`src/i2c_slave_command_dispatcher_assert.svh`:
```
// Assertion macros for the command dispatcher.
`ifndef I2C_SLAVE_COMMAND_DISPATCHER_ASSERT_SVH
`define I2C_SLAVE_COMMAND_DISPATCHER_ASSERT_SVH

// Same-cycle implication, checked out of reset.
`define I2CSCD_ASSERT_NOW(label, clk, rstn, ante, cons, msg) \
    label: assert property (@(posedge clk) disable iff (!rstn) (ante) |-> (cons)) \
        else $error(msg);

// Next-cycle implication, checked out of reset.
`define I2CSCD_ASSERT_NEXT(label, clk, rstn, ante, cons, msg) \
    label: assert property (@(posedge clk) disable iff (!rstn) (ante) |=> (cons)) \
        else $error(msg);

`endif

```
`src/i2cscd_pkg.sv`:
```
package i2cscd_pkg;

    localparam int BUFFER_BYTES_DEF  = 16;
    localparam int TABLE_ENTRIES_DEF = 4;

    localparam int DATA_W     = 8;
    localparam int ENTRY_W    = 13;
    localparam int PCNT_W     = 5;
    localparam int NUM_W      = 3;
    localparam int IDX_W      = 2;
    localparam int EVENT_W    = 4;
    localparam int CFG_IDX_W  = 3;
    localparam int CFG_DATA_W = 13;

    // Configuration register indexes
    localparam logic [CFG_IDX_W-1:0] REG_NUM_COMMANDS = 3'd0;
    localparam logic [CFG_IDX_W-1:0] REG_CMD_ENTRY0   = 3'd1;

    // Opcodes
    localparam logic OP_EVENT = 1'b0;
    localparam logic OP_LOAD  = 1'b1;

    // Bus status events
    localparam logic [EVENT_W-1:0] EV_BUS_ERROR = 4'd0;
    localparam logic [EVENT_W-1:0] EV_RX_ADDR   = 4'd1;
    localparam logic [EVENT_W-1:0] EV_ARB_LOST  = 4'd2;
    localparam logic [EVENT_W-1:0] EV_RX_DATA   = 4'd3;
    localparam logic [EVENT_W-1:0] EV_RX_NACK   = 4'd4;
    localparam logic [EVENT_W-1:0] EV_STOP      = 4'd5;
    localparam logic [EVENT_W-1:0] EV_TX_ADDR   = 4'd6;
    localparam logic [EVENT_W-1:0] EV_TX_DATA   = 4'd7;
    localparam logic [EVENT_W-1:0] EV_TX_NACK   = 4'd8;
    localparam logic [EVENT_W-1:0] EV_TX_LAST   = 4'd9;

    typedef enum logic [1:0] {
        LS_WAIT    = 2'd0,
        LS_RECEIVE = 2'd1,
        LS_SEND    = 2'd2
    } link_state_t;

    typedef struct packed {
        logic               opcode;
        logic [EVENT_W-1:0] bus_event;
        logic [DATA_W-1:0]  bus_data;
        logic [DATA_W-1:0]  response_byte;
        logic               response_last;
    } in_item_t;

    typedef struct packed {
        logic              ack;
        logic              stop_request;
        logic              start_request;
        logic              tx_valid;
        logic [DATA_W-1:0] tx_byte;
        logic              param_valid;
        logic [DATA_W-1:0] param_byte;
        logic [IDX_W-1:0]  cmd_index;
        logic              cmd_fire;
        logic              response_rejected;
    } out_item_t;

    typedef struct packed {
        logic              hit;
        logic [IDX_W-1:0]  index;
        logic [PCNT_W-1:0] param_count;
    } cmd_match_t;

endpackage

```
`src/i2cscd_cmd_table.sv`:
```
module i2cscd_cmd_table
    import i2cscd_pkg::*;
#(
    parameter int TABLE_ENTRIES = TABLE_ENTRIES_DEF
) (
    input  logic                  aclk,
    input  logic                  aresetn,
    input  logic                  cfg_wr_en,
    input  logic [CFG_IDX_W-1:0]  cfg_wr_index,
    input  logic [CFG_DATA_W-1:0] cfg_wr_data,
    input  logic [DATA_W-1:0]     lookup_id,
    output cmd_match_t            match
);

    localparam logic [NUM_W-1:0] NUM_MAX = NUM_W'(TABLE_ENTRIES);

    logic [NUM_W-1:0]   num_reg;
    logic [ENTRY_W-1:0] entry_reg [TABLE_ENTRIES];

    always_ff @(posedge aclk) begin
        if (!aresetn) begin
            num_reg <= '0;
            for (int i = 0; i < TABLE_ENTRIES; i++) begin
                entry_reg[i] <= '0;
            end
        end else if (cfg_wr_en) begin
            if (cfg_wr_index == REG_NUM_COMMANDS) begin
                // clamp to the table size
                num_reg <= (cfg_wr_data[NUM_W-1:0] > NUM_MAX) ? NUM_MAX
                                                              : cfg_wr_data[NUM_W-1:0];
            end
            for (int i = 0; i < TABLE_ENTRIES; i++) begin
                if (cfg_wr_index == REG_CMD_ENTRY0 + CFG_IDX_W'(i)) begin
                    entry_reg[i] <= cfg_wr_data[ENTRY_W-1:0];
                end
            end
        end
    end

    // Parallel compare; scan from the top so the lowest index wins
    always_comb begin
        match = '0;
        for (int i = TABLE_ENTRIES - 1; i >= 0; i--) begin
            if ((NUM_W'(i) < num_reg) && (entry_reg[i][DATA_W-1:0] == lookup_id)) begin
                match.hit         = 1'b1;
                match.index       = IDX_W'(i);
                match.param_count = entry_reg[i][ENTRY_W-1:DATA_W];
            end
        end
    end

endmodule

```
`src/i2cscd_resp_buf.sv`:
```
module i2cscd_resp_buf
    import i2cscd_pkg::*;
#(
    parameter int DEPTH = BUFFER_BYTES_DEF,
    parameter int AW    = (DEPTH > 1) ? $clog2(DEPTH) : 1
) (
    input  logic              aclk,
    input  logic              wr_en,
    input  logic [AW-1:0]     wr_addr,
    input  logic [DATA_W-1:0] wr_data,
    input  logic [AW-1:0]     rd_addr,
    output logic [DATA_W-1:0] rd_data
);

    logic [DATA_W-1:0] mem [DEPTH];
    logic [DATA_W-1:0] rd_data_reg;

    always_ff @(posedge aclk) begin
        if (wr_en) begin
            mem[wr_addr] <= wr_data;
        end
    end

    // Write-first read port
    always_ff @(posedge aclk) begin
        if (wr_en && (wr_addr == rd_addr)) begin
            rd_data_reg <= wr_data;
        end else begin
            rd_data_reg <= mem[rd_addr];
        end
    end

    assign rd_data = rd_data_reg;

endmodule

```
`src/i2cscd_core.sv`:
```
module i2cscd_core
    import i2cscd_pkg::*;
#(
    parameter int BUFFER_BYTES = BUFFER_BYTES_DEF,
    parameter int AW           = (BUFFER_BYTES > 1) ? $clog2(BUFFER_BYTES) : 1
) (
    input  logic              aclk,
    input  logic              aresetn,
    input  logic              advance,
    input  in_item_t          item,
    input  cmd_match_t        match,
    input  logic [DATA_W-1:0] rd_data,
    output logic              wr_en,
    output logic [AW-1:0]     wr_addr,
    output logic [DATA_W-1:0] wr_data,
    output logic [AW-1:0]     rd_addr,
    output out_item_t         result
);

    localparam int CNT_W = $clog2(BUFFER_BYTES + 1);
    localparam int LC_W  = $clog2(BUFFER_BYTES + 2);
    localparam int BL_W  = (CNT_W > PCNT_W) ? CNT_W : PCNT_W;

    localparam logic [LC_W-1:0] LC_FULL = LC_W'(BUFFER_BYTES);
    localparam logic [BL_W-1:0] BL_ONE  = BL_W'(1);

    link_state_t      link_state_reg, link_state_next;
    logic             ack_flag_reg, ack_flag_next;
    logic [IDX_W-1:0] active_cmd_reg, active_cmd_next;
    logic [BL_W-1:0]  bytes_left_reg, bytes_left_next;
    logic [CNT_W-1:0] send_total_reg, send_total_next;
    logic [LC_W-1:0]  load_count_reg, load_count_next;
    logic [LC_W-1:0]  load_count_inc;
    logic [BL_W-1:0]  pos_next;

    assign load_count_inc = (load_count_reg <= LC_FULL) ? load_count_reg + 1'b1
                                                         : load_count_reg;

    always_ff @(posedge aclk) begin
        if (!aresetn) begin
            link_state_reg <= LS_WAIT;
            ack_flag_reg   <= 1'b1;
            active_cmd_reg <= '0;
            bytes_left_reg <= '0;
            send_total_reg <= '0;
            load_count_reg <= '0;
        end else begin
            link_state_reg <= link_state_next;
            ack_flag_reg   <= ack_flag_next;
            active_cmd_reg <= active_cmd_next;
            bytes_left_reg <= bytes_left_next;
            send_total_reg <= send_total_next;
            load_count_reg <= load_count_next;
        end
    end

    // Next state
    always_comb begin
        link_state_next = link_state_reg;
        ack_flag_next   = ack_flag_reg;
        active_cmd_next = active_cmd_reg;
        bytes_left_next = bytes_left_reg;
        send_total_next = send_total_reg;
        load_count_next = load_count_reg;
        wr_en           = 1'b0;
        wr_addr         = load_count_reg[AW-1:0];
        wr_data         = item.response_byte;
        if (advance) begin
            if (item.opcode == OP_LOAD) begin
                wr_en = (load_count_reg < LC_FULL);
                if (item.response_last) begin
                    if (load_count_inc <= LC_FULL) begin
                        send_total_next = CNT_W'(load_count_inc);
                        bytes_left_next = BL_W'(load_count_inc);
                        link_state_next = LS_SEND;
                    end
                    load_count_next = '0;
                end else begin
                    load_count_next = load_count_inc;
                end
            end else begin
                case (item.bus_event)
                    EV_RX_ADDR, EV_STOP, EV_TX_NACK, EV_TX_LAST: begin
                        ack_flag_next = 1'b1;
                    end
                    EV_ARB_LOST, EV_RX_NACK: begin
                        ack_flag_next = 1'b0;
                    end
                    EV_RX_DATA: begin
                        case (link_state_reg)
                            LS_WAIT: begin
                                ack_flag_next = match.hit;
                                if (match.hit && (match.param_count != '0)) begin
                                    active_cmd_next = match.index;
                                    bytes_left_next = BL_W'(match.param_count);
                                    link_state_next = LS_RECEIVE;
                                end
                            end
                            LS_RECEIVE: begin
                                if (bytes_left_reg == '0) begin
                                    ack_flag_next = 1'b0;
                                end else begin
                                    ack_flag_next   = 1'b1;
                                    bytes_left_next = bytes_left_reg - 1'b1;
                                    if (bytes_left_reg == BL_ONE) begin
                                        active_cmd_next = '0;
                                        link_state_next = LS_WAIT;
                                    end
                                end
                            end
                            default: begin
                            end
                        endcase
                    end
                    EV_TX_ADDR, EV_TX_DATA: begin
                        if ((link_state_reg != LS_SEND) || (bytes_left_reg == '0)) begin
                            ack_flag_next = 1'b0;
                        end else begin
                            bytes_left_next = bytes_left_reg - 1'b1;
                            if (bytes_left_reg == BL_ONE) begin
                                link_state_next = LS_WAIT;
                                ack_flag_next   = 1'b0;
                            end else begin
                                ack_flag_next = 1'b1;
                            end
                        end
                    end
                    default: begin
                    end
                endcase
            end
        end
    end

    // Prefetch the byte the next transmit will need
    assign pos_next = BL_W'(send_total_next) - bytes_left_next;
    assign rd_addr  = pos_next[AW-1:0];

    // Result fields
    always_comb begin
        result     = '0;
        result.ack = ack_flag_next;
        if (item.opcode == OP_LOAD) begin
            result.response_rejected = item.response_last && (load_count_inc > LC_FULL);
        end else begin
            case (item.bus_event)
                EV_BUS_ERROR: begin
                    result.stop_request = 1'b1;
                end
                EV_ARB_LOST: begin
                    result.start_request = 1'b1;
                end
                EV_RX_DATA: begin
                    case (link_state_reg)
                        LS_WAIT: begin
                            if (match.hit) begin
                                result.cmd_index = match.index;
                                result.cmd_fire  = (match.param_count == '0);
                            end
                        end
                        LS_RECEIVE: begin
                            if (bytes_left_reg != '0) begin
                                result.param_valid = 1'b1;
                                result.param_byte  = item.bus_data;
                                result.cmd_index   = active_cmd_reg;
                                result.cmd_fire    = (bytes_left_reg == BL_ONE);
                            end
                        end
                        default: begin
                        end
                    endcase
                end
                EV_TX_ADDR, EV_TX_DATA: begin
                    if ((link_state_reg == LS_SEND) && (bytes_left_reg != '0)) begin
                        result.tx_valid = 1'b1;
                        result.tx_byte  = rd_data;
                    end
                end
                default: begin
                end
            endcase
        end
    end

endmodule

```
`src/i2c_slave_command_dispatcher.sv`:
```
// I2C slave command dispatcher. Each transaction on the s_ channel carries
// either one bus status event from the byte-level I2C slave engine or one
// response byte to load; each produces exactly one result transaction on the
// m_ channel with the ack enable to drive and any start/stop request,
// transmit byte, parameter byte or command-fire strobe. The block takes one
// transaction per cycle while m_ready stays high; a result is presented on
// m_valid once its input has gone through the input register and the decode
// logic into the result register. Back-pressure on m_ready stalls the input
// register in place, and s_ready drops only when both registers are full and
// m_ready is low. The response buffer is a BUFFER_BYTES deep memory with a
// registered read port; the byte for the next transmit is fetched ahead so it
// is ready when a tx event arrives. Program num_commands and cmd_entry_0..3
// through the cfg_wr_* port only while no transaction is in flight; entries
// at or above num_commands are ignored and the lowest matching index wins on
// duplicate ids.
`include "i2c_slave_command_dispatcher_assert.svh"

module i2c_slave_command_dispatcher
    import i2cscd_pkg::*;
#(
    parameter int BUFFER_BYTES  = BUFFER_BYTES_DEF,
    parameter int TABLE_ENTRIES = TABLE_ENTRIES_DEF
) (
    input  logic                  aclk,
    input  logic                  aresetn,
    input  logic                  s_valid,
    output logic                  s_ready,
    input  in_item_t              s_payload,
    output logic                  m_valid,
    input  logic                  m_ready,
    output out_item_t             m_payload,
    input  logic                  cfg_wr_en,
    input  logic [CFG_IDX_W-1:0]  cfg_wr_index,
    input  logic [CFG_DATA_W-1:0] cfg_wr_data
);

    localparam int AW = (BUFFER_BYTES > 1) ? $clog2(BUFFER_BYTES) : 1;

    logic              in_valid_reg, in_valid_next;
    in_item_t          in_item_reg;
    logic              out_valid_reg, out_valid_next;
    out_item_t         out_item_reg;
    logic              advance;
    cmd_match_t        match;
    out_item_t         result;
    logic              buf_wr_en;
    logic [AW-1:0]     buf_wr_addr;
    logic [DATA_W-1:0] buf_wr_data;
    logic [AW-1:0]     buf_rd_addr;
    logic [DATA_W-1:0] buf_rd_data;

    // Advance the held transaction whenever the result register is free or
    // being drained this cycle.
    assign advance = in_valid_reg && (!out_valid_reg || m_ready);
    assign s_ready = !in_valid_reg || advance;

    always_comb begin
        in_valid_next = in_valid_reg;
        if (s_valid && s_ready) begin
            in_valid_next = 1'b1;
        end else if (advance) begin
            in_valid_next = 1'b0;
        end
    end

    always_comb begin
        out_valid_next = out_valid_reg;
        if (advance) begin
            out_valid_next = 1'b1;
        end else if (m_ready) begin
            out_valid_next = 1'b0;
        end
    end

    always_ff @(posedge aclk) begin
        if (!aresetn) begin
            in_valid_reg  <= 1'b0;
            out_valid_reg <= 1'b0;
        end else begin
            in_valid_reg  <= in_valid_next;
            out_valid_reg <= out_valid_next;
        end
    end

    // Payload registers: capture on accept, hold otherwise
    always_ff @(posedge aclk) begin
        if (s_valid && s_ready) begin
            in_item_reg <= s_payload;
        end
        if (advance) begin
            out_item_reg <= result;
        end
    end

    i2cscd_cmd_table #(
        .TABLE_ENTRIES (TABLE_ENTRIES)
    ) u_cmd_table (
        .aclk         (aclk),
        .aresetn      (aresetn),
        .cfg_wr_en    (cfg_wr_en),
        .cfg_wr_index (cfg_wr_index),
        .cfg_wr_data  (cfg_wr_data),
        .lookup_id    (in_item_reg.bus_data),
        .match        (match)
    );

    i2cscd_core #(
        .BUFFER_BYTES (BUFFER_BYTES),
        .AW           (AW)
    ) u_core (
        .aclk    (aclk),
        .aresetn (aresetn),
        .advance (advance),
        .item    (in_item_reg),
        .match   (match),
        .rd_data (buf_rd_data),
        .wr_en   (buf_wr_en),
        .wr_addr (buf_wr_addr),
        .wr_data (buf_wr_data),
        .rd_addr (buf_rd_addr),
        .result  (result)
    );

    i2cscd_resp_buf #(
        .DEPTH (BUFFER_BYTES),
        .AW    (AW)
    ) u_resp_buf (
        .aclk    (aclk),
        .wr_en   (buf_wr_en),
        .wr_addr (buf_wr_addr),
        .wr_data (buf_wr_data),
        .rd_addr (buf_rd_addr),
        .rd_data (buf_rd_data)
    );

    assign m_valid   = out_valid_reg;
    assign m_payload = out_item_reg;

    // A stalled input transaction must stay put until it advances.
    `I2CSCD_ASSERT_NEXT(a_in_hold, aclk, aresetn, in_valid_reg && !advance, in_valid_reg && $stable(in_item_reg), "input transaction dropped or changed while stalled")
    // Back-pressure upstream only when a transaction is held.
    `I2CSCD_ASSERT_NOW(a_ready_low, aclk, aresetn, !s_ready, in_valid_reg && out_valid_reg && !m_ready, "s_ready low without a full pipeline")
    // A result never carries a transmit byte and a parameter byte together.
    `I2CSCD_ASSERT_NOW(a_tx_param_excl, aclk, aresetn, m_valid, !(m_payload.tx_valid && m_payload.param_valid), "tx and parameter byte in one result")
    // A bus error result carries nothing but the stop request and ack.
    `I2CSCD_ASSERT_NOW(a_stop_alone, aclk, aresetn, m_valid && m_payload.stop_request, !m_payload.tx_valid && !m_payload.param_valid && !m_payload.cmd_fire, "stop request mixed with other work")

endmodule

```
`config.mk`:
```
export PLATFORM = sky130hd
export DESIGN_NAME = i2c_slave_command_dispatcher
export DESIGN_NICKNAME = d
export VERILOG_FILES = /design/src/i2cscd_pkg.sv /design/src/i2cscd_cmd_table.sv /design/src/i2cscd_resp_buf.sv /design/src/i2cscd_core.sv /design/src/i2c_slave_command_dispatcher.sv
export VERILOG_INCLUDE_DIRS = /design/src /design/src/src
export SDC_FILE = /design/constraint.sdc
export NUM_CORES = 1
export LEC_CHECK = 0
export ABC_AREA = 1
export ABC_CLOCK_PERIOD_IN_PS = 9500
export BUFFER_PORTS_ARGS = -buffer_cell sky130_fd_sc_hd__buf_2
export CAP_MARGIN = 10
export CORE_MARGIN = 4
export CORE_UTILIZATION = 60
export DETAILED_ROUTE_END_ITERATION = 12
export PLACE_DENSITY_LB_ADDON = 0.3
export SETUP_SLACK_MARGIN = 0.1
export SLEW_MARGIN = 5
export SYNTH_ARGS = -nofsm -noshare
export SYNTH_HDL_FRONTEND = slang
export SYNTH_SLANG_ARGS = --single-unit
```
`constraint.sdc`:
```
create_clock -name aclk -period 9.5 [get_ports aclk]
set_input_delay 1.425 -clock aclk [delete_from_list [all_inputs] [get_ports aclk]]
set_output_delay 1.425 -clock aclk [all_outputs]
set_load 0.01 [all_outputs]
```
# Word-level counts from Yosys, hierarchy flattened
# Memory sizes are Yosys's and may differ from the RTL's. A register that Yosys moved wholly into a read port is not among the register bits.
# Cells that the tools add are included.
# totals
ramBits,180
output_inout_bits,27
n_memories,2
in_bits,43
rom_bits,0
regBits,72
elab_cells,190
latchBits,0
# classes
shift,0
n_mul,0
n_div,0
n_mux,75
add_sub_neg,3
n_bitwise,10
n_eq_ne,30
n_lt_le_gt_ge,9
n_reduce_logical,37
# memory_table
name,words,width,read_ports,rd_ports_with_merged_regs,write_ports,line,source
u_resp_buf.mem,16,8,1,1,1,i2cscd_resp_buf.sv:15,logic [DATA_W-1:0] mem [DEPTH];
u_cmd_table.entry_reg,4,13,4,0,4,i2cscd_cmd_table.sv:18,logic [ENTRY_W-1:0] entry_reg [TABLE_ENTRIES];
# op_table
operator,n
2-to-1 mux 5 bit,13
2-to-1 mux 13 bit,4
== test 8 bit,4
2-to-1 mux 1 bit,32
2-to-1 mux 8 bit,4
2-to-1 mux 2 bit,10
one-hot mux 5 bit (2 select lines),2
== test 4 x 3 -> 1 bit (second input constant),4
2-to-1 mux 12 bit,1
one-hot mux 2 bit (2 select lines),3
<= comparator 5 bit (second input constant),2
logical NOT 5 bit,2
nonzero test 5 bit,2
logical AND 1 bit,9
2-to-1 mux 9 bit,1
== test 4 x 2 -> 1 bit (second input constant),2
== test 4 bit (second input constant),2
inequality test 4 bit (second input constant),2
AND reduction 8 bit,1
OR reduction 2 bit,4
OR reduction 4 bit,2
AND reduction 7 bit,1
== test 3 x 2 -> 1 bit (second input constant),2
less-than comparator 1 x 3 -> 1 bit (first input constant),2
32 further kinds,53

# Depth between registers and ports, before layout
# Gate-level depths: netlist (run 1).
# depth
word_depth,14
ltp_mapped,29
ltp_nobuf,29

# Hierarchy
# A second synthesis (run 1) with hierarchy kept.
# unflattened
hier_cells,1264
hier_area_um2,12015.3
# by_module_without_submodules
mod,seq_area_each_um2,cells_each,area_each_um2,n_inst
i2cscd_resp_buf,3923.8,547,5686.7,1
i2cscd_cmd_table,1621.6,332,2904.0,1
i2cscd_core,380.4,325,1918.1,1
i2c_slave_command_dispatcher,1451.4,60,1506.4,1

# Least setup slack after synthesis (run 1)
# No wires, ideal clock.
# synth_path
path_type,input to register
startpoint,in m_ready
endpoint,reg with a tool-made name
path_slack_ns,5.953
t_required_ns,9.391
setup_ns,0.109
stages,18
arrival_ns,3.438
path_buffers,1
path_cell_list,inv_1 > nand2_1 > nand2_1 > nor2_1 > inv_1 > clkbuf_1 > o21ai_0 > o21ai_1 > a21oi_1 > nand2_2 > ha_1 > nand2_1 > nor2_1 > a211oi_1 > xnor2_1 > nand3_1 > nand2_1 > inv_1
# synth_rtl
element,line,source
"start, declared",i2c_slave_command_dispatcher.sv:30,"input logic m_ready,"

==> results of run 1 <==
logic make-up (layout without fill, tap and decap cells):
family                   Yosys count  count (layout)
XOR/XNOR                          16              16
buffers and inverters            176             264
multiplexers                      32              32
AO/OA/AOI/OAI                    188             188
adder cells (fa/ha/maj)           10              10
flip-flops                       255             255
AND/OR/NAND/NOR                  414             414
layout make-up:
cell class	instances	area, um^2	area share [%]
Inverter	143	537	4.17
Multi-Input combinational cell	660	3420	26.6
Clock inverter	18	223	1.73
Clock buffer	28	637	4.94
Tap cell	234	293	2.27
Timing Repair Buffer	75	390	3.03
Sequential cell	255	7380	57.3
layer usage:
metal | up-vias | track usage (%) | routed length, um
met5 | - | 0 | 0
met4 | 0 | 7.43 | 749
met3 | 59 | 2.89 | 1500
met2 | 283 | 41.0 | 12500
met1 | 3689 | 29.5 | 9940
li1 | 3835 | - | -
final timing paths:
path,endpoint,slack (ns),startpoint,depth (start not counted)
min,u_core.send_total_reg[1],0.48,u_core.send_total_reg[1],2
min reg2reg,u_core.send_total_reg[1],0.48,u_core.send_total_reg[1],2
max reg2reg,flip-flop,5.95,in_item_reg[15],25
max,flip-flop,5.95,in_item_reg[15],25
Yosys cell counts (3+ instances only):
master,number,area (um^2)
xor2_1,9,78.8
nor2_4,5,56.3
nor2_1,140,526
inv_2,6,22.5
ha_1,9,113
a211oi_1,5,37.5
xnor2_1,7,61.3
or2_2,3,18.8
nand4_1,12,75.1
mux2i_1,32,320
nand2_1,188,706
buf_2,3,15.0
nand3_1,39,195
nor2_2,3,18.8
a31oi_1,8,50.1
edfxtp_1,227,6820
clkinv_1,3,11.3
o31ai_1,3,22.5
dfxtp_1,28,561
a21oi_1,65,325
clkbuf_1,27,101
o211ai_1,6,45.0
or2_1,4,25.0
o21ai_1,5,25.0
o21ai_0,85,425
inv_1,134,503
nand2_2,8,50.1
buf_1,3,11.3
power breakdown:
part           leakage (nW)  internal (mW)  switching, mW
clock                 0.425          0.620          0.411
sequential             2.33           1.26         0.0503
combinational          2.37         0.0976          0.189
worst max-delay path: cells and delay by family (launching register included):
family | cells | cell delay (ns)
compound gates | 2 | 0.37
xor+xnor | 1 | 0.17
fa+ha+maj | 1 | 0.32
buf+inv | 3 | 0.28
flops | 1 | 0.45
simple gates | 18 | 1.83
per-stage QoR:
step                hold WS, ns  util, %  total power, mW  cells  setup WS (ns)
detailed placement        0.465     64.3             1.62   1367           5.58
floorplan                 0.444        -             1.52   1091           5.95
global route              0.500     68.9             2.73   1413           5.64
CTS                       0.480     68.9             2.64   1413           5.98
finish                    0.480     68.9             2.63   1413           5.95
global placement          0.457     64.3             1.61   1367           5.68
==> results.md, run 1 <==
* Outcome: finished clean
* Layout Cell Area excl Fill at about 0.013 mm^2
* CTS tree: built
* DR pass1 iterations at 5
* Hold Buf Count CTS at 0
* Layout area overhead at 12.5%
* Num rows at 50
* H-tree depth at 1
* Number of CTS-inserted buffers at 25
* Synth unique cells at 46
* Crit-path max FO at 6
* Most frequent cells in the layout: edfxtp_1 (227), nand2_1 (188), nor2_1 (140)
* Relative slew slack at between 30% and 40%
* Max cap viols at 0
* Synth Area in Compound Gates at approximately 9%
* Max reg flops at ~130
* Final Max Slew Viols at 0
* HP Class: flip-flop to flip-flop
* Drt via density at ~5.6
* Vias in the first global route at 7653
* GRT overflow at 0
* PostCTS Resize Cnt at 0
* Number of enable flip-flop cells after synthesis at between 200 and 250
* Final setup vio count at 0
* Initial antenna violation count at 0
* Layout cells sized above 1 at about an eighth
* Clock root buffer master: clkbuf_16
* Worst setup SP type: flip-flop
* Final hold vios at 0
* Largest net degree at the start of global routing at 54
* Slew @ Worst Pin at 1.04 ns
* DRC Markers at 0
* Mux contribution to synthesized area at under 10%
* DIE WIDTH at approximately 150 um
* Via count at ~7900
* Minimum clock period at 3.55 ns
* CP endpoint kind: flip-flop
* Largest stage delay on the critical path at between 0.4 and 0.5 ns
* Pwr dens at about 200 mW/mm^2
* Most common cell after layout, fill and taps aside: edfxtp_1
* NumNets Final at ~1200
* Die footprint at approximately 0.021 mm^2
* Synth Flop Type: edfxtp_1
* Cells after synthesis at 1091
* # Post-CTS Setup Buffers at 0
* Placed Area at roughly 0.012 mm^2
* Adder-cell share of the synthesized area at about 1.2%
* Starting DRT DRC Count at 638
* Clock-pin slew on the worst setup and hold paths at around 0.060 ns
* CTS sink cnt at 255
* DRT antenna net count at 0
* WL final at roughly 25000 um
* CTS Buffer Depth at 3
* Die height at between 100 and 150 um
* CP dominant cell by count: nand2_1
* Clock latency on the worst-skew pair at ~0.53 ns
* Clk_skew at roughly 0.016 ns
* Crit Path Class: flip-flop to flip-flop
* CP max-delay cell: edfxtp_1
* ANT cells at 0
* Fin crit share at 37.4%
* Hpwl dp at 16900 um
* VDD IR max at 222 uV
* Simple-gate share of the synthesized area at between 10% and 20%
* Mapped Nets at about 1100
* Post-synthesis xor/xnor area fraction at under 10%
* Drt wl/cell at 17.5 um
* Avg Inst Size Synth at 10.5 um^2
* Routability Congestion at roughly 0.95
* Layout filler cell count at 1322
* Gr usage total at about 23%
* Critical Path AT at roughly 4.0 ns
* YS warnings at 0
* Largest family of logic cells by synthesized area: simple AND/OR/NAND/NOR gates
* Setup TNS at 0 ns
* First-pass GRT wire length at 39200 um
* Core footprint at roughly 0.019 mm^2
* Leak at roughly 5.1 nW
* Yosys reg bits at ~260
* Maximum clock frequency at between 0.2 and 0.3 GHz
* RSZ-0062 raised after global routing: no
* IO Count at 70
* WP data required at roughly 9.9 ns
* Cell area after synthesis at ~0.011 mm^2
* Starting density of the core at between 60 and 70%
* IO Port Bufs at ~70
* Register area share after synthesis at 64.4%
* Async set-or-reset flop fraction in the synthesized netlist at 0%
No activity file was read; power rests on OpenSTA's default activity.
==> inputs of run 2 (changes only) <==
--- a/config.mk
+++ b/config.mk
@@ -6,8 +6,8 @@
 export SDC_FILE = /design/constraint.sdc
 export NUM_CORES = 1
 export LEC_CHECK = 0
-export ABC_AREA = 1
-export ABC_CLOCK_PERIOD_IN_PS = 9500
+export ABC_AREA = 0
+export ABC_CLOCK_PERIOD_IN_PS = 3700
 export BUFFER_PORTS_ARGS = -buffer_cell sky130_fd_sc_hd__buf_2
 export CAP_MARGIN = 10
 export CORE_MARGIN = 4
==> constraint.sdc (replaced) <==
create_clock -name aclk -period 3.7 [get_ports aclk]
set_input_delay 0.555 -clock aclk [delete_from_list [all_inputs] [get_ports aclk]]
set_output_delay 0.555 -clock aclk [all_outputs]
set_load 0.01 [all_outputs]
==> run 2 against run 1 <==
Against the previous run:
- design area rose by 1.6%
- via count fell by 8.1%
- utilization is 3.2 points higher
- synthesized area fell by 2.5%
==> results.md, run 2 <==
* Outcome: finished clean (unchanged)
* ANT cells at 0 (unchanged)
* Synth unique cells at 65 (was 46)
* Starting DRT DRC Count at 755 (was 638)
* Die footprint at 0.0209 mm^2 (was 0.0214 mm^2)
* NumNets Final at 959 (was 1213)
* Routability Congestion at 0.962 (was 0.953)
* Utilization after layout at 72.1% (was 68.9%)
* Worst setup SP type: flip-flop (unchanged)
* Crit Path Class: flip-flop to flip-flop (unchanged)
* WP data required at 4.11 ns (was 9.93 ns)
* H-tree depth at 1 (unchanged)
* Mapped Nets at 836 (was 1144)
* Mux contribution to synthesized area at 7.90% (was 2.80%)
* Register area share after synthesis at 66.1% (was 64.4%)
* Leading area contributor after synthesis: edfxtp_1 (unchanged)
* Drt via density at 6.27 (was 5.57)
* Layout area overhead at 17.2% (was 12.5%)
* Slew @ Worst Pin at 1.17 ns (was 1.04 ns)
* Clock latency on the worst-skew pair at 0.52 ns (was 0.53 ns)
* Synth Flop Type: edfxtp_1 (unchanged)
* Final Max Slew Viols at 0 (unchanged)
* Adder-cell share of the synthesized area at 1.19% (was 1.16%)
* Layout cells sized above 1 at 25.9% (was 13.0%)
* Hold Buf Count CTS at 0 (unchanged)
* Largest stage delay on the critical path at 0.79 ns (was 0.45 ns)
* Vias in the first global route at 7134 (was 7653)
* Clock-pin slew on the worst setup and hold paths at 0.06 ns (about the same)
* Clock root buffer master: clkbuf_16 (unchanged)
* Worst path cell trace: buf_4 -> xor2_1 -> nor4_2 -> buf_4 -> and3_1 -> o41ai_1 -> a2111oi_2 -> buf_4 -> o22a_1 -> a31oi_1 -> nand2b_1 -> ha_1 -> a21oi_2 -> xor2_1 -> xnor2_1
* R2r startpoint: in_item_reg[12] (was in_item_reg[15])
* Post-synthesis xor/xnor area fraction at 3.06% (was 1.22%)
* CTS tree: built (unchanged)
* CP endpoint kind: flip-flop (unchanged)
* DR pass1 iterations at 5 (unchanged)
* IO Port Bufs at 69 (unchanged)
* YS warnings at 0 (unchanged)
* Hold Crit Start: s_payload[14] (was u_core.send_total_reg[1])
* Final setup vio count at 0 (unchanged)
* Core footprint at 0.0181 mm^2 (was 0.0187 mm^2)
* Async set-or-reset flop fraction in the synthesized netlist at 0% (unchanged)
* VDD IR max at 463 uV (was 222 uV)
* HP Class: input port to flip-flop (was flip-flop to flip-flop)
* Relative slew slack at 21.8% (was 30.5%)
* Critical Path AT at 4.02 ns (was 3.98 ns)
* Cells after synthesis at 783 (was 1091)
* Max cap viols at 0 (unchanged)
* Minimum clock period at 3.62 ns (was 3.55 ns)
* Avg Inst Size Synth at 14.3 um^2 (was 10.5 um^2)
* CP max-delay cell: o41ai_1 (was edfxtp_1)
* Die height at 144 um (was 146 um)
* DRT antenna net count at 0 (unchanged)
* Initial antenna violation count at 0 (unchanged)
* RSZ-0062 raised after global routing: yes (was no)
* Pwr dens at 503 mW/mm^2 (was 204 mW/mm^2)
* Maximum clock frequency at 0.277 GHz (was 0.281 GHz)
* Synth top area share at 61.1% (was 59.5%)
* Synth Area in Compound Gates at 7.27% (was 8.90%)
* Starting density of the core at 61.5% (was 61.2%)
* CP dominant cell by count: buf_4 (was nand2_1)
* Hpwl dp at 17500 um (was 16900 um)
* Simple-gate share of the synthesized area at 12.5% (was 15.7%)
* Leak at 4.64 nW (was 5.13 nW)
* Tot Pwr at 6.58 mW (was 2.63 mW)
* GRT overflow at 0 (unchanged)
* Cell area after synthesis at 0.0112 mm^2 (was 0.0114 mm^2)
* DRC Markers at 0 (unchanged)
* Most frequent cells in the layout: edfxtp_1 (227), buf_2 (69), buf_4 (67) (was edfxtp_1 (227), nand2_1 (188), nor2_1 (140))
* Crit-path max FO at 6 (unchanged)
* Synth area leaders: edfxtp_1 (61%), mux4_2 (6.5%), dfxtp_1 (5.0%) (was edfxtp_1 (60%), nand2_1 (6.2%), dfxtp_1 (4.9%))
* Fin crit share at 97.7% (was 37.4%)
* CP startpoint: in_item_reg[12] (was in_item_reg[15])
* Synth cell count leaders: edfxtp_1 (227), nor2_1 (65), and2_1 (63), nand2_1 (34) (was edfxtp_1 (227), nand2_1 (188), nor2_1 (140), inv_1 (134), o21ai_0 (85))
* DIE WIDTH at 144 um (was 146 um)
* Largest family of logic cells by synthesized area: simple AND/OR/NAND/NOR gates (unchanged)
* Via count at 7229 (was 7866)
* CTS sink cnt at 255 (unchanged)
* Gr usage total at 24.7% (was 23.0%)
* Most numerous cell in the Yosys netlist: edfxtp_1 (unchanged)
* Final hold vios at 0 (unchanged)
* Max reg flops at 128 (unchanged)
* First-pass GRT wire length at 39500 um (was 39200 um)
* IO Count at 70 (unchanged)
* CTS Buffer Depth at 3 (unchanged)
* WL final at 25600 um (was 24700 um)
* Largest net degree at the start of global routing at 26 (was 54)
* Clk_skew at 0.0129 ns (was 0.0157 ns)
* Number of enable flip-flop cells after synthesis at 227 (unchanged)
* Number of CTS-inserted buffers at 26 (was 25)
* Yosys reg bits at 255 (unchanged)
* Drt wl/cell at 22.2 um (was 17.5 um)
* Num rows at 49 (was 50)
* Most common cell after layout, fill and taps aside: edfxtp_1 (unchanged)
==> run 2: changes by cell type after synthesis, sizes merged, moves of 16 or more <==
cell    delta
a211oi    +20
a21oi     -44
and2      +63
inv      -123
mux2i     -17
mux4      +32
nand2    -164
nand3     -24
nor2      -84
nor3      +16
o21ai     -78
==> run 2: metal layers <==
| metal | GRT usage [%] | wire, um | vias up |
|---|---|---|---|
| li1 | - | - | 3234 |
| met1 | 33.1 | 10100 | 3596 |
| met2 | 43.2 | 12900 | 349 |
| met3 | 3.77 | 2040 | 50 |
| met4 | 5.65 | 538 | 0 |
| met5 | 0 | 0 | - |
==> run 2: cell type report <==
| class | count | area [um^2] |
|---|---|---|
| clock buffer | 28 | 658 |
| timing repair buffer | 136 | 848 |
| clock inverter | 18 | 198 |
| inverter | 17 | 63.8 |
| fill | 1171 | 5060 |
| sequential | 255 | 7380 |
| tap | 229 | 287 |
| multi-input combinational | 470 | 3650 |
==> run 2: cell families (layout without fill, tap and decap cells) <==
group                    after synthesis  after routing
AND/OR/NAND/NOR                      262            262
XOR/XNOR                              39             39
buffers and inverters                 58            199
AO/OA/AOI/OAI                        111            111
flip-flops                           255            255
adder cells (fa/ha/maj)               10             10
multiplexers                          48             48
==> run 2: worst max-delay path, delay by kind of cell (launching register included) <==
kind	cells	cell delay, ns
xor+xnor	3	0.46
compound gates	5	1.40
buf+inv	3	0.51
fa+ha+maj	1	0.26
simple gates	3	0.46
flops	1	0.41
==> run 2: per-stage QoR <==
| stage | hold slack (ns) | TNS, ns | setup slack (ns) | instance area (um^2) | cells |
|---|---|---|---|---|---|
| 4_1_cts | 0.186 | 0 | 0.0967 | 13000 | 1152 |
| 6_report | 0.205 | 0 | 0.0849 | 13100 | 1153 |
| 3_5_place_dp | 0.456 | 0 | 0.00680 | 12100 | 1104 |
| 5_1_grt | 0.180 | -0.106 | -0.106 | 13100 | 1153 |
| 2_1_floorplan | 0.438 | 0 | 0.0673 | 11200 | 783 |
| 3_3_place_gp | 0.446 | 0 | 0.0973 | 12100 | 1104 |
==> run 2: final timing paths <==
check | slack, ns | cells past startpoint | end
max reg2reg | 0.08 | 15 | flip-flop
min | 0.21 | 1 | in_item_reg[14]
max | 0.08 | 15 | flip-flop
min reg2reg | 0.47 | 2 | u_core.active_cmd_reg[1]
==> run 2: what timing repair did <==
| item | CTS | global route |
|---|---|---|
| endpoints found under the setup margin | 3 | 3 |
| endpoints found under the hold margin | 0 | 0 |
| pin swaps | 0 | 7 |
| resized for setup | 4 | 13 |
| buffers inserted | 2 | 1 |
==> run 2: where the power goes <==
part / leakage, nW / switching, mW / internal (mW)
logic: 1.89 / 0.308 / 0.312
registers: 2.33 / 0.148 / 3.22
clock network: 0.422 / 1.03 / 1.56
total: 4.64 / 1.49 / 5.10
